`config.mk`:
```
export PLATFORM = sky130hd
export DESIGN_NAME = i2c_master_bit_engine
export DESIGN_NICKNAME = d
export VERILOG_FILES = /design/src/sv/i2cm_pkg.sv /design/src/sv/i2cm_engine.sv /design/src/sv/i2c_master_bit_engine.sv
export SDC_FILE = /design/constraint.sdc
export NUM_CORES = 1
export LEC_CHECK = 0
export BUFFER_PORTS_ARGS = -buffer_cell sky130_fd_sc_hd__buf_2
export CAP_MARGIN = 5
export CORE_AREA = 10 10 140 142
export CTS_BUF_LIST = sky130_fd_sc_hd__clkbuf_16
export CTS_CLUSTER_DIAMETER = 150
export DETAILED_ROUTE_END_ITERATION = 6
export DIE_AREA = 0 0 150 152
export PLACE_DENSITY = 0.8
export SETUP_SLACK_MARGIN = 0.3
export SLEW_MARGIN = 10
export SYNTH_ARGS = -nofsm -noshare
export SYNTH_HDL_FRONTEND = slang
export SYNTH_HIERARCHICAL = 1
export SYNTH_SLANG_ARGS = --single-unit
```
`constraint.sdc`:
```
create_clock -name i_clk -period 3.2 [get_ports i_clk]
set_input_delay 0.64 -clock i_clk [delete_from_list [all_inputs] [get_ports i_clk]]
set_output_delay 0.64 -clock i_clk [all_outputs]
set_load 0.01 [all_outputs]
```
`src/sv/i2cm_pkg.sv`:
```
// Shared types and constants for the I2C master bit engine.
`timescale 1ns / 1ps

package i2cm_pkg;

    localparam int BYTE_W  = 8;
    localparam int CNT_W   = 16;
    localparam int OP_W    = 3;
    localparam int BIT_W   = 4;
    localparam int CFG_A_W = 4;

    localparam logic [OP_W-1:0] OP_TICK    = 3'd0;
    localparam logic [OP_W-1:0] OP_START   = 3'd1;
    localparam logic [OP_W-1:0] OP_STOP    = 3'd2;
    localparam logic [OP_W-1:0] OP_RESTART = 3'd3;
    localparam logic [OP_W-1:0] OP_WRITE   = 3'd4;
    localparam logic [OP_W-1:0] OP_READ    = 3'd5;

    localparam logic [CFG_A_W-1:0] CFG_PHASE_DELAY    = 4'd0;
    localparam logic [CFG_A_W-1:0] CFG_STRETCH_ENABLE = 4'd1;
    localparam logic [CFG_A_W-1:0] CFG_TIMEOUT_ENABLE = 4'd2;
    localparam logic [CFG_A_W-1:0] CFG_STRETCH_LIMIT  = 4'd3;

    localparam logic [CNT_W-1:0] RST_PHASE_DELAY   = 16'd1;
    localparam logic             RST_STRETCH_EN    = 1'b1;
    localparam logic             RST_TIMEOUT_EN    = 1'b1;
    localparam logic [CNT_W-1:0] RST_STRETCH_LIMIT = 16'd1000;

    localparam logic [BIT_W-1:0] LAST_BIT = 4'd7;
    localparam logic [BIT_W-1:0] BIT_END  = 4'd8;

    typedef enum logic [22:0] {
        PH_IDLE       = 23'h000001,
        PH_ST_SDA_LOW = 23'h000002,
        PH_ST_SCL_LOW = 23'h000004,
        PH_SP_SDA_LOW = 23'h000008,
        PH_SP_SCL_REL = 23'h000010,
        PH_SP_SDA_REL = 23'h000020,
        PH_RS_SDA_REL = 23'h000040,
        PH_RS_SCL_REL = 23'h000080,
        PH_RS_SDA_LOW = 23'h000100,
        PH_RS_SCL_LOW = 23'h000200,
        PH_WR_SDA     = 23'h000400,
        PH_WR_SCL_REL = 23'h000800,
        PH_WR_SCL_LOW = 23'h001000,
        PH_WA_SDA_REL = 23'h002000,
        PH_WA_SCL_REL = 23'h004000,
        PH_WA_SAMPLE  = 23'h008000,
        PH_RD_SDA_REL = 23'h010000,
        PH_RD_SCL_REL = 23'h020000,
        PH_RD_SAMPLE  = 23'h040000,
        PH_RA_SDA     = 23'h080000,
        PH_RA_SCL_REL = 23'h100000,
        PH_RA_SCL_LOW = 23'h200000,
        PH_FINISH     = 23'h400000
    } t_phase;

    typedef struct packed {
        logic [CNT_W-1:0] phase_delay;
        logic             stretch_enable;
        logic             timeout_enable;
        logic [CNT_W-1:0] stretch_limit;
    } t_cfg;

    typedef struct packed {
        logic [OP_W-1:0]   opcode;
        logic [BYTE_W-1:0] data_byte;
        logic              send_ack;
        logic              scl_level;
        logic              sda_level;
    } t_item;

    typedef struct packed {
        logic              scl_release;
        logic              sda_release;
        logic              busy_res;
        logic              done_res;
        logic [BYTE_W-1:0] read_data;
        logic              ack_received;
        logic              stretch_timeout;
        logic              rejected;
    } t_res;

endpackage

```
`src/sv/i2cm_engine.sv`:
```
// Bus phase machine: state, per-item next state and result.
`timescale 1ns / 1ps

module i2cm_engine
    import i2cm_pkg::*;
(
    input  logic  i_clk,
    input  logic  i_rst_n,
    input  logic  i_en,
    input  t_cfg  i_cfg,
    input  t_item i_item,
    output t_res  o_res
);

    t_phase            r_phase, n_phase, a_phase;
    logic [BIT_W-1:0]  r_bit, n_bit, a_bit;
    logic [BYTE_W-1:0] r_shift, n_shift, a_shift;
    logic [CNT_W-1:0]  r_delay, n_delay;
    logic [CNT_W-1:0]  r_stretch, n_stretch;
    logic              r_ack_choice, n_ack_choice;
    logic              r_ack_flag, n_ack_flag;
    logic              r_timeout, n_timeout;
    logic              r_scl, n_scl;
    logic              r_sda, n_sda;
    logic              r_scl_wait, n_scl_wait;
    logic [BYTE_W-1:0] r_last_read, n_last_read;

    logic is_cmd;
    logic idle;
    logic do_act;
    logic done;
    logic rej;
    logic [BYTE_W-1:0] rd_shift;

    assign idle     = (r_phase == PH_IDLE);
    assign rd_shift = {a_shift[BYTE_W-2:0], i_item.sda_level};

    always_comb begin
        is_cmd       = (i_item.opcode inside {[OP_START:OP_READ]});
        n_phase      = r_phase;
        n_bit        = r_bit;
        n_shift      = r_shift;
        n_delay      = r_delay;
        n_stretch    = r_stretch;
        n_ack_choice = r_ack_choice;
        n_ack_flag   = r_ack_flag;
        n_timeout    = r_timeout;
        n_scl        = r_scl;
        n_sda        = r_sda;
        n_scl_wait   = r_scl_wait;
        n_last_read  = r_last_read;
        a_phase      = r_phase;
        a_bit        = r_bit;
        a_shift      = r_shift;
        do_act       = 1'b0;
        done         = 1'b0;
        rej          = 1'b0;

        if (idle) begin
            if (is_cmd) begin
                n_timeout  = 1'b0;
                n_scl_wait = 1'b0;
                n_delay    = '0;
                a_bit      = '0;
                do_act     = 1'b1;
                case (i_item.opcode)
                    OP_START:   a_phase = PH_ST_SDA_LOW;
                    OP_STOP:    a_phase = PH_SP_SDA_LOW;
                    OP_RESTART: a_phase = PH_RS_SDA_REL;
                    OP_WRITE: begin
                        a_phase = PH_WR_SDA;
                        a_shift = i_item.data_byte;
                    end
                    default: begin
                        a_phase      = PH_RD_SDA_REL;
                        a_shift      = '0;
                        n_ack_choice = i_item.send_ack;
                    end
                endcase
                n_bit   = a_bit;
                n_shift = a_shift;
            end
        end else if (is_cmd) begin
            rej = 1'b1;
        end else if (r_scl_wait) begin
            if (i_item.scl_level) begin
                n_scl_wait = 1'b0;
                n_delay    = i_cfg.phase_delay;
            end else if (i_cfg.timeout_enable && (r_stretch == i_cfg.stretch_limit)) begin
                n_timeout  = 1'b1;
                n_scl_wait = 1'b0;
                n_delay    = i_cfg.phase_delay;
            end else begin
                n_stretch = r_stretch + 1'b1;
            end
        end else if (r_delay != '0) begin
            n_delay = r_delay - 1'b1;
        end else begin
            do_act = 1'b1;
        end

        if (do_act) begin
            n_phase = PH_FINISH;
            case (a_phase)
                PH_ST_SDA_LOW: begin
                    n_sda = 1'b0; n_phase = PH_ST_SCL_LOW; n_delay = i_cfg.phase_delay;
                end
                PH_ST_SCL_LOW: begin
                    n_scl = 1'b0; n_delay = i_cfg.phase_delay;
                end
                PH_SP_SDA_LOW: begin
                    n_sda = 1'b0; n_phase = PH_SP_SCL_REL; n_delay = i_cfg.phase_delay;
                end
                PH_SP_SCL_REL: n_phase = PH_SP_SDA_REL;
                PH_SP_SDA_REL: begin
                    n_sda = 1'b1; n_delay = i_cfg.phase_delay;
                end
                PH_RS_SDA_REL: begin
                    n_sda = 1'b1; n_phase = PH_RS_SCL_REL; n_delay = i_cfg.phase_delay;
                end
                PH_RS_SCL_REL: n_phase = PH_RS_SDA_LOW;
                PH_RS_SDA_LOW: begin
                    n_sda = 1'b0; n_phase = PH_RS_SCL_LOW; n_delay = i_cfg.phase_delay;
                end
                PH_RS_SCL_LOW: begin
                    n_scl = 1'b0; n_delay = i_cfg.phase_delay;
                end
                PH_WR_SDA: begin
                    n_sda   = a_shift[BYTE_W-1];
                    n_shift = {a_shift[BYTE_W-2:0], 1'b0};
                    n_phase = PH_WR_SCL_REL;
                    n_delay = i_cfg.phase_delay;
                end
                PH_WR_SCL_REL: n_phase = PH_WR_SCL_LOW;
                PH_WR_SCL_LOW: begin
                    n_scl   = 1'b0;
                    n_phase = (a_bit >= LAST_BIT) ? PH_WA_SDA_REL : PH_WR_SDA;
                    n_bit   = a_bit + 1'b1;
                    n_delay = i_cfg.phase_delay;
                end
                PH_WA_SDA_REL: begin
                    n_sda = 1'b1; n_phase = PH_WA_SCL_REL; n_delay = i_cfg.phase_delay;
                end
                PH_WA_SCL_REL: n_phase = PH_WA_SAMPLE;
                PH_WA_SAMPLE: begin
                    n_ack_flag = ~i_item.sda_level;
                    n_scl      = 1'b0;
                    n_delay    = i_cfg.phase_delay;
                end
                PH_RD_SDA_REL: begin
                    n_sda = 1'b1; n_phase = PH_RD_SCL_REL; n_delay = i_cfg.phase_delay;
                end
                PH_RD_SCL_REL: n_phase = PH_RD_SAMPLE;
                PH_RD_SAMPLE: begin
                    n_shift = rd_shift;
                    n_scl   = 1'b0;
                    if (a_bit >= LAST_BIT) begin
                        n_last_read = rd_shift;
                        n_phase     = PH_RA_SDA;
                    end else begin
                        n_phase = PH_RD_SCL_REL;
                    end
                    n_bit   = a_bit + 1'b1;
                    n_delay = i_cfg.phase_delay;
                end
                PH_RA_SDA: begin
                    n_sda   = ~r_ack_choice;
                    n_phase = PH_RA_SCL_REL;
                    n_delay = i_cfg.phase_delay;
                end
                PH_RA_SCL_REL: n_phase = PH_RA_SCL_LOW;
                PH_RA_SCL_LOW: begin
                    n_scl = 1'b0; n_delay = i_cfg.phase_delay;
                end
                PH_FINISH: begin
                    n_phase = PH_IDLE;
                    done    = 1'b1;
                end
                default: n_phase = PH_IDLE;
            endcase

            // SCL release: wait for the line when stretching is allowed
            if (a_phase inside {PH_SP_SCL_REL, PH_RS_SCL_REL, PH_WR_SCL_REL,
                                PH_WA_SCL_REL, PH_RD_SCL_REL, PH_RA_SCL_REL}) begin
                n_scl = 1'b1;
                if (i_cfg.stretch_enable) begin
                    n_scl_wait = 1'b1;
                    n_stretch  = '0;
                end else begin
                    n_delay = i_cfg.phase_delay;
                end
            end
        end
    end

    always_ff @(posedge i_clk) begin
        if (!i_rst_n) begin
            r_phase      <= PH_IDLE;
            r_bit        <= '0;
            r_shift      <= '0;
            r_delay      <= '0;
            r_stretch    <= '0;
            r_ack_choice <= 1'b1;
            r_ack_flag   <= 1'b0;
            r_timeout    <= 1'b0;
            r_scl        <= 1'b1;
            r_sda        <= 1'b1;
            r_scl_wait   <= 1'b0;
            r_last_read  <= '0;
        end else if (i_en) begin
            r_phase      <= n_phase;
            r_bit        <= n_bit;
            r_shift      <= n_shift;
            r_delay      <= n_delay;
            r_stretch    <= n_stretch;
            r_ack_choice <= n_ack_choice;
            r_ack_flag   <= n_ack_flag;
            r_timeout    <= n_timeout;
            r_scl        <= n_scl;
            r_sda        <= n_sda;
            r_scl_wait   <= n_scl_wait;
            r_last_read  <= n_last_read;
        end
    end

    assign o_res.scl_release     = n_scl;
    assign o_res.sda_release     = n_sda;
    assign o_res.busy_res        = (n_phase != PH_IDLE);
    assign o_res.done_res        = done;
    assign o_res.read_data       = n_last_read;
    assign o_res.ack_received    = n_ack_flag;
    assign o_res.stretch_timeout = n_timeout;
    assign o_res.rejected        = rej;

    a_reject_holds: assert property (@(posedge i_clk) disable iff (!i_rst_n)
        (i_en && rej) |=> ($stable(r_phase) && $stable(r_delay) && $stable(r_scl_wait)))
        else $error("rejected command changed engine state");

    a_done_from_finish: assert property (@(posedge i_clk) disable iff (!i_rst_n)
        o_res.done_res |-> (r_phase == PH_FINISH))
        else $error("done outside finish phase");

    a_wait_scl_released: assert property (@(posedge i_clk) disable iff (!i_rst_n)
        r_scl_wait |-> r_scl)
        else $error("stretch wait while driving SCL low");

    a_bit_range: assert property (@(posedge i_clk) disable iff (!i_rst_n)
        r_bit <= BIT_END)
        else $error("bit index past ninth clock");

endmodule

```
`src/sv/i2c_master_bit_engine.sv`:
```
// Top level of the I2C master bit engine: channels, config registers, result register.
//
//  channel | handshake                  | payload
//  --------+----------------------------+------------------------------------------
//  cfg     | i_cfg_valid / o_cfg_ready  | i_cfg_index, i_cfg_data
//  in      | i_in_valid  / o_in_ready   | opcode, data_byte, send_ack, scl/sda level
//  out     | o_out_valid / i_out_ready  | scl/sda release, busy, done, read_data, flags
//
// One item per cycle while the output is not stalled: an input register feeds the
// phase machine, whose result is registered in the output register when the input
// register fires, so an item passes through both registers before its output transfer.
// Each transfer yields exactly one result; the input register takes one more item
// while a result waits, then holds until the output register drains.
// Reset is synchronous; config, valid flags and engine state reset (lines released); item and result data do not.
// Config writes are always taken and registered; the engine reads them directly, also in a wait in progress.
`timescale 1ns / 1ps

module i2c_master_bit_engine
    import i2cm_pkg::*;
(
    input  logic               i_clk,
    input  logic               i_rst_n,

    input  logic               i_cfg_valid,
    output logic               o_cfg_ready,
    input  logic [CFG_A_W-1:0] i_cfg_index,
    input  logic [CNT_W-1:0]   i_cfg_data,

    input  logic               i_in_valid,
    output logic               o_in_ready,
    input  logic [OP_W-1:0]    i_opcode,
    input  logic [BYTE_W-1:0]  i_data_byte,
    input  logic               i_send_ack,
    input  logic               i_scl_level,
    input  logic               i_sda_level,

    output logic               o_out_valid,
    input  logic               i_out_ready,
    output logic               o_scl_release,
    output logic               o_sda_release,
    output logic               o_busy_res,
    output logic               o_done_res,
    output logic [BYTE_W-1:0]  o_read_data,
    output logic               o_ack_received,
    output logic               o_stretch_timeout,
    output logic               o_rejected
);

    t_cfg  r_cfg;
    t_item r_in;
    logic  r_in_valid;
    t_res  r_res;
    logic  r_out_valid;
    t_res  n_res;
    logic  fire;

    assign o_cfg_ready = 1'b1;

    always_ff @(posedge i_clk) begin
        if (!i_rst_n) begin
            r_cfg.phase_delay    <= RST_PHASE_DELAY;
            r_cfg.stretch_enable <= RST_STRETCH_EN;
            r_cfg.timeout_enable <= RST_TIMEOUT_EN;
            r_cfg.stretch_limit  <= RST_STRETCH_LIMIT;
        end else if (i_cfg_valid) begin
            case (i_cfg_index)
                CFG_PHASE_DELAY:    r_cfg.phase_delay    <= i_cfg_data;
                CFG_STRETCH_ENABLE: r_cfg.stretch_enable <= i_cfg_data[0];
                CFG_TIMEOUT_ENABLE: r_cfg.timeout_enable <= i_cfg_data[0];
                CFG_STRETCH_LIMIT:  r_cfg.stretch_limit  <= i_cfg_data;
                default: ;
            endcase
        end
    end

    assign fire       = r_in_valid && (!r_out_valid || i_out_ready);
    assign o_in_ready = !r_in_valid || fire;

    always_ff @(posedge i_clk) begin
        if (!i_rst_n) begin
            r_in_valid <= 1'b0;
        end else if (o_in_ready) begin
            r_in_valid <= i_in_valid;
        end
    end

    always_ff @(posedge i_clk) begin
        if (i_in_valid && o_in_ready) begin
            r_in.opcode    <= i_opcode;
            r_in.data_byte <= i_data_byte;
            r_in.send_ack  <= i_send_ack;
            r_in.scl_level <= i_scl_level;
            r_in.sda_level <= i_sda_level;
        end
    end

    i2cm_engine u_engine (
        .i_clk   (i_clk),
        .i_rst_n (i_rst_n),
        .i_en    (fire),
        .i_cfg   (r_cfg),
        .i_item  (r_in),
        .o_res   (n_res)
    );

    always_ff @(posedge i_clk) begin
        if (!i_rst_n) begin
            r_out_valid <= 1'b0;
        end else if (fire) begin
            r_out_valid <= 1'b1;
        end else if (i_out_ready) begin
            r_out_valid <= 1'b0;
        end
    end

    always_ff @(posedge i_clk) begin
        if (fire) begin
            r_res <= n_res;
        end
    end

    assign o_out_valid       = r_out_valid;
    assign o_scl_release     = r_res.scl_release;
    assign o_sda_release     = r_res.sda_release;
    assign o_busy_res        = r_res.busy_res;
    assign o_done_res        = r_res.done_res;
    assign o_read_data       = r_res.read_data;
    assign o_ack_received    = r_res.ack_received;
    assign o_stretch_timeout = r_res.stretch_timeout;
    assign o_rejected        = r_res.rejected;

endmodule
```
Word level (Yosys, flattened, before mapping). Cells that the tools add are included.

$add $sub $neg: 3. Magnitude comparators: 3. Equality and inequality tests: 32. Muxes and demuxes: 68. Bitwise logic cells: 3. Reductions and logical operators: 25.

Operators by type and width (number): 23-bit case mux with 17 select lines (1); 16-bit two-way mux (19); 23-bit two-way mux (3); 17-bit case mux with 4 select lines (1); 8-bit two-way mux (6); 8-bit case mux with 2 select lines (2); 1-bit two-way mux (29); 23-bit by 1-bit == test with 1-bit output, second input constant (1); 23-bit by 10-bit == test with 1-bit output, second input constant (1); 23-bit by 11-bit == test with 1-bit output, second input constant (1); 23-bit by 12-bit == test with 1-bit output, second input constant (1); 23-bit by 13-bit == test with 1-bit output, second input constant (1); 23-bit by 14-bit == test with 1-bit output, second input constant (1); 23-bit by 15-bit == test with 1-bit output, second input constant (1); 23-bit by 16-bit == test with 1-bit output, second input constant (1); 23-bit by 17-bit == test with 1-bit output, second input constant (1); 23-bit by 18-bit == test with 1-bit output, second input constant (1); 23-bit by 19-bit == test with 1-bit output, second input constant (1); 23-bit by 2-bit == test with 1-bit output, second input constant (1); 23-bit by 20-bit == test with 1-bit output, second input constant (1); 23-bit by 21-bit == test with 1-bit output, second input constant (1); 23-bit by 22-bit == test with 1-bit output, second input constant (1); 23-bit == test, second input constant (1); 23-bit by 3-bit == test with 1-bit output, second input constant (1); other kinds (39) (56).

Flip-flop bits (word level): 146. Input bits: 39. Output and inout port bits: 18.

Longest topological paths before layout. Gate-level depths: netlist of the first run.

Depth after elaboration: 11. Mapped depth: 14. Mapped depth without buffers: 13.

Cells and area by module. Netlist of the first run, hierarchy kept.

By module, submodules not included: i2cm_engine (instances 1, cells an instance 788, area an instance 5973.2 µm², seq. area each 1621.6 µm²); i2c_master_bit_engine (instances 1, cells an instance 182, area an instance 2321.0 µm², seq. area each 1591.5 µm²).

Worst setup path before layout of the first run. OpenSTA, ideal clock, no wires.

Kind: register to register. From: reg u_engine.r_phase[4]. To: reg r_res (netlist bit o_busy_res) (data pin). Setup time: 265 ps. Data arrival time: 2777 ps. Required time: 2935 ps. Setup slack: 158 ps. Stages on the path, launching flop included: 12. Cell sequence: dfxtp_1 buf_6 nor4_4 nand4_4 nor4_4 a21oi_2 nand4b_1 and3_1 nor4bb_4 nand4_1 nor4_1 o21ai_1.

RTL lines: start, declared (RTL line i2cm_engine.sv:15) `t_phase r_phase, n_phase, a_phase;`; start signal, assigned (RTL line i2cm_engine.sv:211) `r_phase <= n_phase;`; end signal, assigned (RTL line i2c_master_bit_engine.sv:118) `r_res <= n_res;`; end, declared (RTL line i2c_master_bit_engine.sv:52) `t_res r_res;`.

Worst setup path in the final report of the first run.
From: reg u_engine.r_phase[5]. To: reg u_engine.r_delay[15].

Cells in the longest elaborated chain, start to end: 8.

RTL lines: 23-bit by 1-bit == test with 1-bit output / 23-bit two-way mux (equally long branches) (RTL line i2cm_engine.sv:35, i2cm_engine.sv:60); 23-bit two-way mux (RTL line i2cm_engine.sv:59) `if (idle) begin`; 23-bit by 3-bit == test with 1-bit output, or another cell as far along (RTL line i2cm_engine.sv:104) `case (a_phase)`; 15-bit OR reduction (no source line); 16-bit two-way mux (RTL line i2cm_engine.sv:104); 16-bit two-way mux (RTL line i2cm_engine.sv:186) `if (i_cfg.stretch_enable) begin`; 16-bit two-way mux (RTL line i2cm_engine.sv:183) `if (a_phase inside {PH_SP_SCL_REL, PH_RS_SCL_REL, PH_WR_SCL_REL,`; 16-bit two-way mux (*) (RTL line i2cm_engine.sv:102) `if (do_act) begin`; end signal, assigned (RTL line i2cm_engine.sv:214) `r_delay <= n_delay;`; end, declared (RTL line i2cm_engine.sv:18) `logic [CNT_W-1:0] r_delay, n_delay;`.

Mark *: on every way between the ends. The rest lies on a longest branch, timed or not. A chain may end at the register's enable or synchronous reset.

==> results of run 1 <==
## worst min path at each step
stage	startpoint	to	cells past startpoint
6_report	i_opcode[1]	r_in[12]	1
5_1_grt	i_data_byte[5]	r_in[8]	1
4_1_cts	i_opcode[1]	r_in[12]	1
3_5_place_dp	u_engine/r_bit[1]	u_engine/r_bit[1]	2
3_3_place_gp	u_engine/r_bit[1]	u_engine/r_bit[1]	2
2_1_floorplan	r_cfg[29]	r_cfg[29]	2
## cell families (layout without fill, tap and decap cells)
logic type      after synthesis  count (layout)  synth area share
xor+xnor                     43              43           0.04541
other cells                   1               1         0.0004521
flops                       146             146            0.3874
simple gates                438             438            0.2739
mux                          71              71           0.09127
buf+inv                      78             284           0.04495
compound gates              190             191            0.1521
fa+ha+maj                     3               3          0.004526
## synth_stat cells, drive strengths merged, types with 3 or more instances
master	instances
inv	23
nor4b	5
mux2i	55
nand3	23
or2	6
nor4	26
nand2b	4
a21o	9
nand4	25
nand2	155
a22o	7
dfxtp	117
nand3b	3
a211oi	6
clkbuf	34
or3	11
nor2b	10
o41ai	3
o21a	5
or4	7
a31oi	7
and3	15
ha	3
o21ai	50
a2111oi	4
mux2	16
o31ai	4
nor2	101
nand4b	3
xnor2	17
and2	7
o311ai	11
a22oi	4
and4	3
a21oi	59
edfxtp	29
nor3	29
xor2	26
buf	20
## area by class of cell
cell class	instances	share of cell area
Sequential cell	146	0.2913
Multi-Input combinational cell	747	0.4748
Inverter	24	0.008341
Clock buffer	17	0.03832
Clock inverter	15	0.008566
Tap cell	225	0.02536
Timing Repair Buffer	228	0.1534
## power groups by stage
stage | registers [uW] | clock network (uW) | logic [uW]
after global routing | 1960 | 1900 | 1180
after CTS | 1950 | 1810 | 994
after detailed placement | 2000 | 0 | 867
final | 1960 | 1800 | 1110
after global placement | 1990 | 0 | 860
after floorplan | 1990 | 0 | 528
## cells in the final DEF (no fill, tap or decap), drive strengths merged, types with 5 or more instances in the layout
| cell type | Yosys | routed |
|---|---|---|
| o311ai | 11 | 11 |
| nand4 | 25 | 25 |
| a22o | 7 | 7 |
| or4 | 7 | 7 |
| a21oi | 59 | 59 |
| clkbuf | 34 | 18 |
| xnor2 | 17 | 17 |
| nand2 | 155 | 155 |
| a21o | 9 | 9 |
| xor2 | 26 | 26 |
| clkinv | 1 | 7 |
| mux2i | 55 | 55 |
| nand3 | 23 | 23 |
| a211oi | 6 | 7 |
| or2 | 6 | 6 |
| and2 | 7 | 7 |
| edfxtp | 29 | 29 |
| nor4 | 26 | 26 |
| mux2 | 16 | 16 |
| dfxtp | 117 | 117 |
| o21ai | 50 | 50 |
| and3 | 15 | 15 |
| nor2 | 101 | 101 |
| inv | 23 | 32 |
| or3 | 11 | 11 |
| nor2b | 10 | 10 |
| buf | 20 | 227 |
| a31oi | 7 | 7 |
| nor3 | 29 | 29 |
| o21a | 5 | 5 |
| nor4b | 5 | 5 |
## timing repair
item,in CTS,in global routing
pin swaps,27,40
resized for setup,78,81
cloned,2,1
setup buffers,27,14
endpoints found under the setup margin,76,85
## per-layer routing
| metal | global-route usage | vias to the layer above | wire (um) |
|---|---|---|---|
| li1 | - | 3887 | - |
| met1 | 0.2731 | 4046 | 10850 |
| met2 | 0.3698 | 430 | 13260 |
| met3 | 0.04722 | 112 | 2089 |
| met4 | 0.1051 | 0 | 1238 |
| met5 | 0 | - | 0 |
## stage by stage
stage               instance area (um^2)  hold slack, ns    util  std cells  total power, uW
finish                             11100          0.3862  0.6554       1402             4869
global route                       11100          0.3774  0.6554       1402             5037
CTS                                10660          0.3785  0.6295       1387             4759
detailed placement                  9589          0.4562  0.5662       1326             2862
global placement                    9589          0.4501  0.5662       1326             2853
floorplan                           8303          0.4333       -        970             2517
## registers in the layout (all words and copies together), names as in the netlist, 4 cells and up
signal / flops
u_engine/r_bit: 4
r_in: 14
u_engine/r_last_read: 8
u_engine/r_shift: 8
u_engine/r_delay: 16
r_cfg: 34
o_read_data: 8
u_engine/r_phase: 23
u_engine/r_stretch: 16
==> results.yml, run 1 <==
critical_path:
  worstReg2RegStart: "u_engine/r_phase[5]"
  crit_type: "reg -> reg"
  critPathBufInv: 2
  endpoint_kind: "flip-flop"
  worstPathRequired_ns: 3.49
  path_cells: "nor4_4, nand4_4, buf_6, nor3_4, a21oi_2, or4_1, and3_4, nor4bb_4, buf_4, a41oi_4, mux2i_1, a21oi_1"
  start_kind: "flip-flop"
  regToRegSetupSlack_ns: -0.03
  worstSetupEndpoint: "u_engine/r_delay[15]"
  crit_family: "simple AND/OR/NAND/NOR gates"
  cp.depth: 12
  rr_worst_depth: 12
  cp.arrival_ns: 3.52
  cpPeakStageDelay_ns: 0.52
  crit_start: "u_engine/r_phase[5]"
  critPathSlowestCell: "or4_1"
  reg2reg_to: "u_engine/r_delay[15]"
  crit_fanout: 7
yosys:
  yosysSeqAreaShare: 0.3874
  synth_area_um2: 8294
  synth_top_cell_by_area: "dfxtp_1"
  yosysWarnings: 6
  synth-edff-count: 29
  avgSynthCellArea_um2: 8.551
  synth-seq-cells: 146
  synth_area_leaders: "dfxtp_1 28%, edfxtp_1 10%, nand2_1 6.9%"
  syn_nets: 1012
  yosysUniqueCellTypes: 85
  async_reset_ff_frac: 0
  synth_top_area_share: 0.2824
  ys.flop_type: "dfxtp_1"
  syn_inst: 970
routing:
  drc: 0
  vias_per_cell: 6.045
  drtAntennaViolNets: 0
  first_iter_violations: 1062
  wl_per_cell_um: 19.57
  firstDrtPassIters: 6
  routed_wl_mm: 27.44
  vias: 8475
pwr:
  switching_share: 0.3032
  p_switching_uw: 1476
  pwr-share-comb: 0.229
  leakagePower_uw: 0.004528
  clockPowerShare: 0.370
  pwr-share-seq: 0.402
  p_int_uw: 3393
  power.density_nw_per_um2: 438.6
  ir_worst_vdd_mv: 0.4362
layout:
  seq_area_um2: 3233
  num_antenna_cells: 0
  drive_above_1_share: 0.3339
  multi_input_comb_area_um2: 5270
  fillers: 1342
  fin_nets: 1206
  area_delta_synth_final_pct: 33.84
timing:
  slew_headroom: 0.3826
  hold_viol: 0
  fin_crit_sh: 1.010
  drv_slew: 0
  worst_slew_pin_slew_ns: 0.9177
  period_needed_ns: 3.231
  finalSetupViolations: 2
  fmax_mhz: 309.5
  setup_tns_ns: -0.03425
  rsz0062_at_grt: "yes"
  finalWorstSetupSlack_ns: -0.03093
  fin_skew_ns: 0.009866
floorplan:
  coreArea_um2: 16940
  start_util: 0.4897
  die_x_um: 150
  num_rows: 48
  io_pins: 57
  die_h_um: 152
  die-area_um2: 22800
global_route:
  antenna_found_initial: 0
  grt_pass1_vias: 8058
  grt_max_degree: 48
  grt.total_usage: 0.2248
  grt-ovfl-total: 0
  grt_pass1_wl_mm: 41.70
placed_design:
  hpwlAfterDp_mm: 18.65
  gp_congestion: 1.021
  portBuffers: 55
  dpl_worst_slack_ns: -0.01030
cts:
  htreeDepth: 4
  cts_hold_buffers: 0
  clock_sinks: 146
  cts_tree: "done"
  cts_buffers: 17
  cts_root_buf: "clkbuf_16"
  worstSkewPairLatency_ns: 0.43
  clockBufferDepth: 2
  clkTransAtPathRegs_ns: 0.06
run:
  maxCapViolCount: 0
status:
  failed_checks: "setup timing"
  outcome: "complete, but fails checks"
min_path:
  worstHoldPathType: "in -> reg"
Note: power is estimated with default switching activity, not from simulation.
==> run 2, diff against run 1 <==
- ABC_AREA: default -> 1
- CORE_AREA: 10 10 140 142 -> 10 10 145 147
- DIE_AREA: 0 0 150 152 -> 0 0 155 157
- PLACE_DENSITY: 0.8 -> 0.79
==> run 2 against run 1 <==
Utilization shrank 9.6 points. Sequential power is 4% higher. Synthesized cell count grew 37%. Clock power increased by 11%. Cell area decreased by 7.6%. Combinational power rose by 65%. Die area grew 6.7%. Maximum frequency increased by 14%. Clock-buffer cell count stayed put. The flow now finishes without violations. Register-to-register slack gained 0.39 ns. Power up 20%. Worst setup slack better by 0.39 ns.
==> results.yml, run 2 <==
layout:
  drive_above_1_share: 0.1552
  largest_register: "r_cfg"
  area_delta_synth_final_pct: 15.67
  largest_reg_flops: 34
  final_cell_mix: "279 x nand2_1, 189 x inv_1, 150 x nor2_1"
  fin_nets: 1434
  fillers: 1722
  layout_commonest_cell: "nand2_1"
  top_regs: "r_cfg: 34 flops, u_engine/r_phase: 23 flops"
  num_antenna_cells: 0
  final_cell_count_no_fill: 1639
yosys:
  avgSynthCellArea_um2: 6.659
  yosysUniqueCellTypes: 47
  synth_area_leaders: "dfxtp_1 26%, nand2_1 12%, edfxtp_1 9.8%"
  syn_inst: 1332
  async_reset_ff_frac: 0
  synth_area_um2: 8870
  synth-edff-count: 29
  synth_most_common_cell: "nand2_1"
  synth_top_area_share: 0.2641
  synth_top_cell_by_area: "dfxtp_1"
  yosysSeqAreaShare: 0.3623
  yosysWarnings: 6
  synth-seq-cells: 146
  ys.flop_type: "dfxtp_1"
  syn_nets: 1374
  synth_common_cells: "284 x nand2_1, 189 x inv_1, 164 x nor2_1"
cts:
  cts_root_buf: "clkbuf_16"
  clock_sinks: 146
  htreeDepth: 4
  worstSkewPairLatency_ns: 0.44
  clkTransAtPathRegs_ns: 0.06
  clockBufferDepth: 2
  cts_buffers: 17
  cts_tree: "done"
timing:
  slew_headroom: 0.4556
  fin_crit_sh: 0.8880
  hold_viol: 0
  worst_slew_pin_slew_ns: 0.8155
  finalSetupViolations: 0
  fmax_mhz: 351.9
  rsz0062_at_grt: "yes"
  drv_slew: 0
  setup_tns_ns: 0
  period_needed_ns: 2.841
  whs_ns: 0.3776
  finalWorstSetupSlack_ns: 0.3585
  fin_skew_ns: 0.01323
routing:
  firstDrtPassIters: 6
  routed_wl_mm: 26.36
  vias_per_cell: 5.577
  drtAntennaViolNets: 0
  wl_per_cell_um: 16.08
  drc: 0
  vias: 9141
  first_iter_violations: 1004
floorplan:
  die-area_um2: 24340
  die_h_um: 157
  coreArea_um2: 18330
  io_pins: 57
  die_x_um: 155
  start_util: 0.4839
  num_rows: 50
critical_path:
  worstSetupEndpoint: "o_busy_res"
  start_kind: "flip-flop"
  cp.arrival_ns: 3.01
  crit_start: "u_engine/r_phase[15]"
  regToRegSetupSlack_ns: 0.36
  rr_worst_depth: 15
  crit_type: "reg -> reg"
  crit_fanout: 7
  worstReg2RegStart: "u_engine/r_phase[15]"
  worstPathRequired_ns: 3.37
  endpoint_kind: "flip-flop"
  reg2reg_to: "o_busy_res"
placed_design:
  gp_congestion: 0.9701
  portBuffers: 55
  hpwlAfterDp_mm: 18.72
  place_inst: 1592
  dpl_worst_slack_ns: 0.1195
global_route:
  grt.total_usage: 0.2073
  grt_pass1_vias: 8392
  grt_max_degree: 58
  grt-ovfl-total: 0
  antenna_found_initial: 0
  grt_pass1_wl_mm: 41.42
min_path:
  worstHoldPathType: "in -> reg"
pwr:
  total_power_uw: 5858
  leakagePower_uw: 0.004716
  ir_worst_vdd_mv: 0.4894
  power.density_nw_per_um2: 571.0
status:
  outcome: "finished, final reports clean"
run:
  maxCapViolCount: 0
[run 2: kinds of logic (layout without fill, tap and decap cells)]
logic type | after synthesis | count (layout) | share of synthesized area
XOR/XNOR | 26 | 26 | 0.02567
adder cells (fa/ha/maj) | 3 | 3 | 0.004232
AO/OA/AOI/OAI | 198 | 198 | 0.1264
AND/OR/NAND/NOR | 694 | 697 | 0.3590
flip-flops | 146 | 146 | 0.3623
other | 1 | 1 | 0.0004228
buffers and inverters | 264 | 334 | 0.1220
[run 2: worst max-delay path: stages (launching register included)]
cell	delay, ns
dfxtp_1	0.38
nor2_2	0.18
nand2_1	0.08
nor2_2	0.21
nand4_1	0.19
nand2_1	0.21
nor2_8	0.07
nand3_4	0.11
nor2_4	0.07
buf_4	0.13
o21ai_1	0.11
nand2_1	0.14
nor3_1	0.21
nand4_1	0.17
a21oi_1	0.22
nand3_1	0.10
[run 2: worst min-delay path by stage]
stage,from,end,slack [ns],cells after the start
after floorplan,r_cfg[16],r_cfg[16],0.42,2
after global placement,r_cfg[5],r_cfg[5],0.44,2
after detailed placement,r_cfg[5],r_cfg[5],0.45,2
after CTS,i_data_byte[2],r_in[5],0.36,1
after global routing,i_data_byte[7],r_in[10],0.36,1
final,i_data_byte[2],r_in[5],0.38,1
[run 2: layout make-up]
cell class / instances / area [um^2] / share of cell area
well taps: 234 / 292.8 / 0.02854
repair buffers: 100 / 638.1 / 0.06220
clock buffers: 17 / 425.4 / 0.04146
multi-input cells: 925 / 4762 / 0.4641
flip-flops and latches: 146 / 3223 / 0.3141
inverters: 202 / 763.2 / 0.07439
clock inverters: 15 / 155.1 / 0.01512
[run 2: per-stage QoR]
step	instance area (um^2)	util
floorplan	8870	-
global placement	9374	0.5114
detailed placement	9374	0.5114
CTS	10030	0.5474
global route	10260	0.5597
finish	10260	0.5597
[run 2: layer usage]
| metal | share of wire | wire length [um] | GRT usage | vias up |
|---|---|---|---|---|
| met1 | 0.42 | 11140 | 0.2616 | 4106 |
| met2 | 0.45 | 11970 | 0.3309 | 471 |
| met3 | 0.084 | 2204 | 0.04449 | 80 |
| met5 | 0 | 0 | 0 | - |
| li1 | - | - | - | 4484 |
| met4 | 0.040 | 1045 | 0.09807 | 0 |
[run 2: repair_timing]
| item | in CTS | in global routing |
|---|---|---|
| setup endpoints to repair | 33 | 69 |
| gates cloned | 1 | 2 |
| pin swaps | 3 | 6 |
| gates resized for setup | 10 | 41 |
| buffers inserted | 4 | 8 |
| hold buffers | 0 | 0 |
[run 2: where the power goes]
| group | switching, uW | total (uW) | internal [uW] |
|---|---|---|---|
| clock | 842 | 2000 | 1150 |
| combinational | 1210 | 1830 | 621 |
| sequential | 71.1 | 2030 | 1960 |
==> run 3, diff against run 2 <==
- CELL_PAD_IN_SITES_DETAIL_PLACEMENT: default -> 0
- CELL_PAD_IN_SITES_GLOBAL_PLACEMENT: default -> 1
- CORE_AREA: 10 10 145 147 -> 10 10 160 162
- DIE_AREA: 0 0 155 157 -> 0 0 170 172
- PLACE_DENSITY: 0.79 -> 0.87
==> run 3 against run 2 <==
Largest power group unchanged. Critical path depth decreased by 1. Sequential power about the same. Clock skew increased by 0.0022 ns. Critical path type unchanged.
==> results.yml, run 3 (synthesis results as in run 2) <==
critical_path:
  cp.arrival_ns: 2.99
  cpPeakStageDelay_ns: 0.37
  worstPathRequired_ns: 3.37
  cpMostUsedCell: "nand2_1"
  regToRegSetupSlack_ns: 0.37
  cp.depth: 14
  crit_family: "simple AND/OR/NAND/NOR gates"
  critPathSlowestCell: "dfxtp_1"
  rr_worst_depth: 14
  worstReg2RegStart: "u_engine/r_phase[12]"
  path_cells: "nor2_4, nand2_1, nor2_2, nand4_1, nand2_1, nor2_8, nand2_2, nor2_1, nand2_1, nand2_1, nor3_1, nand4_1, a21oi_2, nand3_1"
  worstSetupEndpoint: "o_busy_res"
  crit_start: "u_engine/r_phase[12]"
  endpoint_kind: "flip-flop"
  reg2reg_to: "o_busy_res"
  start_kind: "flip-flop"
  crit_fanout: 5
  critPathBufInv: 0
  crit_type: "reg -> reg"
cts:
  cts_tree: "done"
  htreeDepth: 4
  clockBufferDepth: 2
  cts_buffers: 17
  cts_hold_buffers: 0
  cts_root_buf: "clkbuf_16"
  clkTransAtPathRegs_ns: 0.07
  worstSkewPairLatency_ns: 0.43
  clock_sinks: 146
routing:
  vias_per_cell: 5.236
  drtAntennaViolNets: 0
  firstDrtPassIters: 7
  wl_per_cell_um: 15.75
  drc: 0
  vias: 8859
  routed_wl_mm: 26.65
  first_iter_violations: 724
layout:
  final_cell_area_um2: 10320
  final_cell_count_no_fill: 1692
  largest_reg_flops: 34
  largest_register: "r_cfg"
  fillers: 2285
  top_regs: "r_cfg: 34 flops, u_engine/r_phase: 23 flops"
  num_antenna_cells: 0
  layout_commonest_cell: "nand2_1"
  area_delta_synth_final_pct: 16.39
  final_cell_mix: "279 x nand2_1, 187 x inv_1, 151 x nor2_1"
  fin_nets: 1436
  drive_above_1_share: 0.1599
floorplan:
  io_pins: 57
  num_rows: 55
  die-area_um2: 29240
  die_x_um: 170
  start_util: 0.3966
  die_h_um: 172
  coreArea_um2: 22370
timing:
  finalSetupViolations: 0
  fin_crit_sh: 0.8838
  fin_skew_ns: 0.01544
  slew_headroom: 0.5725
  rsz0062_at_grt: "yes"
  setup_tns_ns: 0
  worst_slew_pin_slew_ns: 0.6406
  fmax_mhz: 353.6
  drv_slew: 0
  period_needed_ns: 2.828
  hold_viol: 0
global_route:
  antenna_found_initial: 0
  grt_pass1_wl_mm: 42.48
  grt_max_degree: 74
  grt.total_usage: 0.1796
  grt_pass1_vias: 8315
  grt-ovfl-total: 0
placed_design:
  portBuffers: 55
  place_inst: 1643
  dpl_cell_area_um2: 9463
  gp_congestion: 1.003
  hpwlAfterDp_mm: 19.41
run:
  maxCapViolCount: 0
pwr:
  ir_worst_vdd_mv: 0.3220
  total_power_uw: 5827
  power.density_nw_per_um2: 564.4
  leakagePower_uw: 0.004686
status:
  outcome: "finished, final reports clean"
min_path:
  worstHoldPathType: "in -> reg"
==> run 3: cell count changes in the layout (fill, tap and decap cells not counted), moves of 3 or more <==
cell      before  now
clkinv_4       3    0
nor2_2        14   18
inv_6          5    9
buf_4         43   46
nor2_4        15   11
==> run 3: worst min-delay path by stage <==
stage | from | end | slack, ns | depth (start not counted)
after global routing | i_sda_level | r_in[0] | 0.36 | 1
after global placement | u_engine/r_scl | u_engine/r_scl | 0.45 | 2
after detailed placement | u_engine/r_timeout | u_engine/r_timeout | 0.46 | 2
after floorplan | r_cfg[16] | r_cfg[16] | 0.42 | 2
after CTS | i_sda_level | r_in[0] | 0.37 | 1
final | i_sda_level | r_in[0] | 0.38 | 1
==> run 3: final cells by class <==
cell class,instances,area (um^2),share of cell area
clock buffers,18,450.4,0.04363
flip-flops and latches,146,3221,0.3120
well taps,285,356.6,0.03454
multi-input cells,923,4733,0.4585
clock inverters,14,127.6,0.01236
repair buffers,104,675.6,0.06545
inverters,202,759.5,0.07357
==> run 3: worst reg2reg max path, cell delays in order (launching register included) <==
cell and delay (ns):
dfxtp_1 0.37, nor2_4 0.20, nand2_1 0.11, nor2_2 0.19, nand4_1 0.19, nand2_1 0.21, nor2_8 0.07, nand2_2 0.13
nor2_1 0.09, nand2_1 0.18, nand2_1 0.09, nor3_1 0.26, nand4_1 0.21, a21oi_2 0.20, nand3_1 0.09
==> run 3: power by group <==
part           internal [uW]  total, uW  switching (uW)  leakage (uW)
Sequential              1960       2030            69.5       0.00123
Combinational            623       1810            1190       0.00317
Clock                   1080       1990             911      0.000291
Total                   3660       5830            2170       0.00469
==> run 3: repair_timing <==
action | in CTS | in global routing
pin swaps | 3 | 16
endpoints found under the setup margin | 21 | 70
cloned | 0 | 1
buffers inserted | 5 | 11
gates resized for setup | 5 | 48
==> run 3: metal layers <==
metal  track usage  routed length [um]
met5             0                   0
met4       0.05835                 605
met3       0.03876                1692
met2        0.2972               12480
met1        0.2279               11880
==> run 3: stage by stage <==
stage	hold WS, ns	setup slack [ns]	util
6_report	0.3814	0.3717	0.4616
5_1_grt	0.3557	0.2289	0.4616
4_1_cts	0.3674	0.3051	0.4514
3_5_place_dp	0.4594	0.1077	0.4231
3_3_place_gp	0.4509	0.1354	0.4231
2_1_floorplan	0.4225	0.3126	-
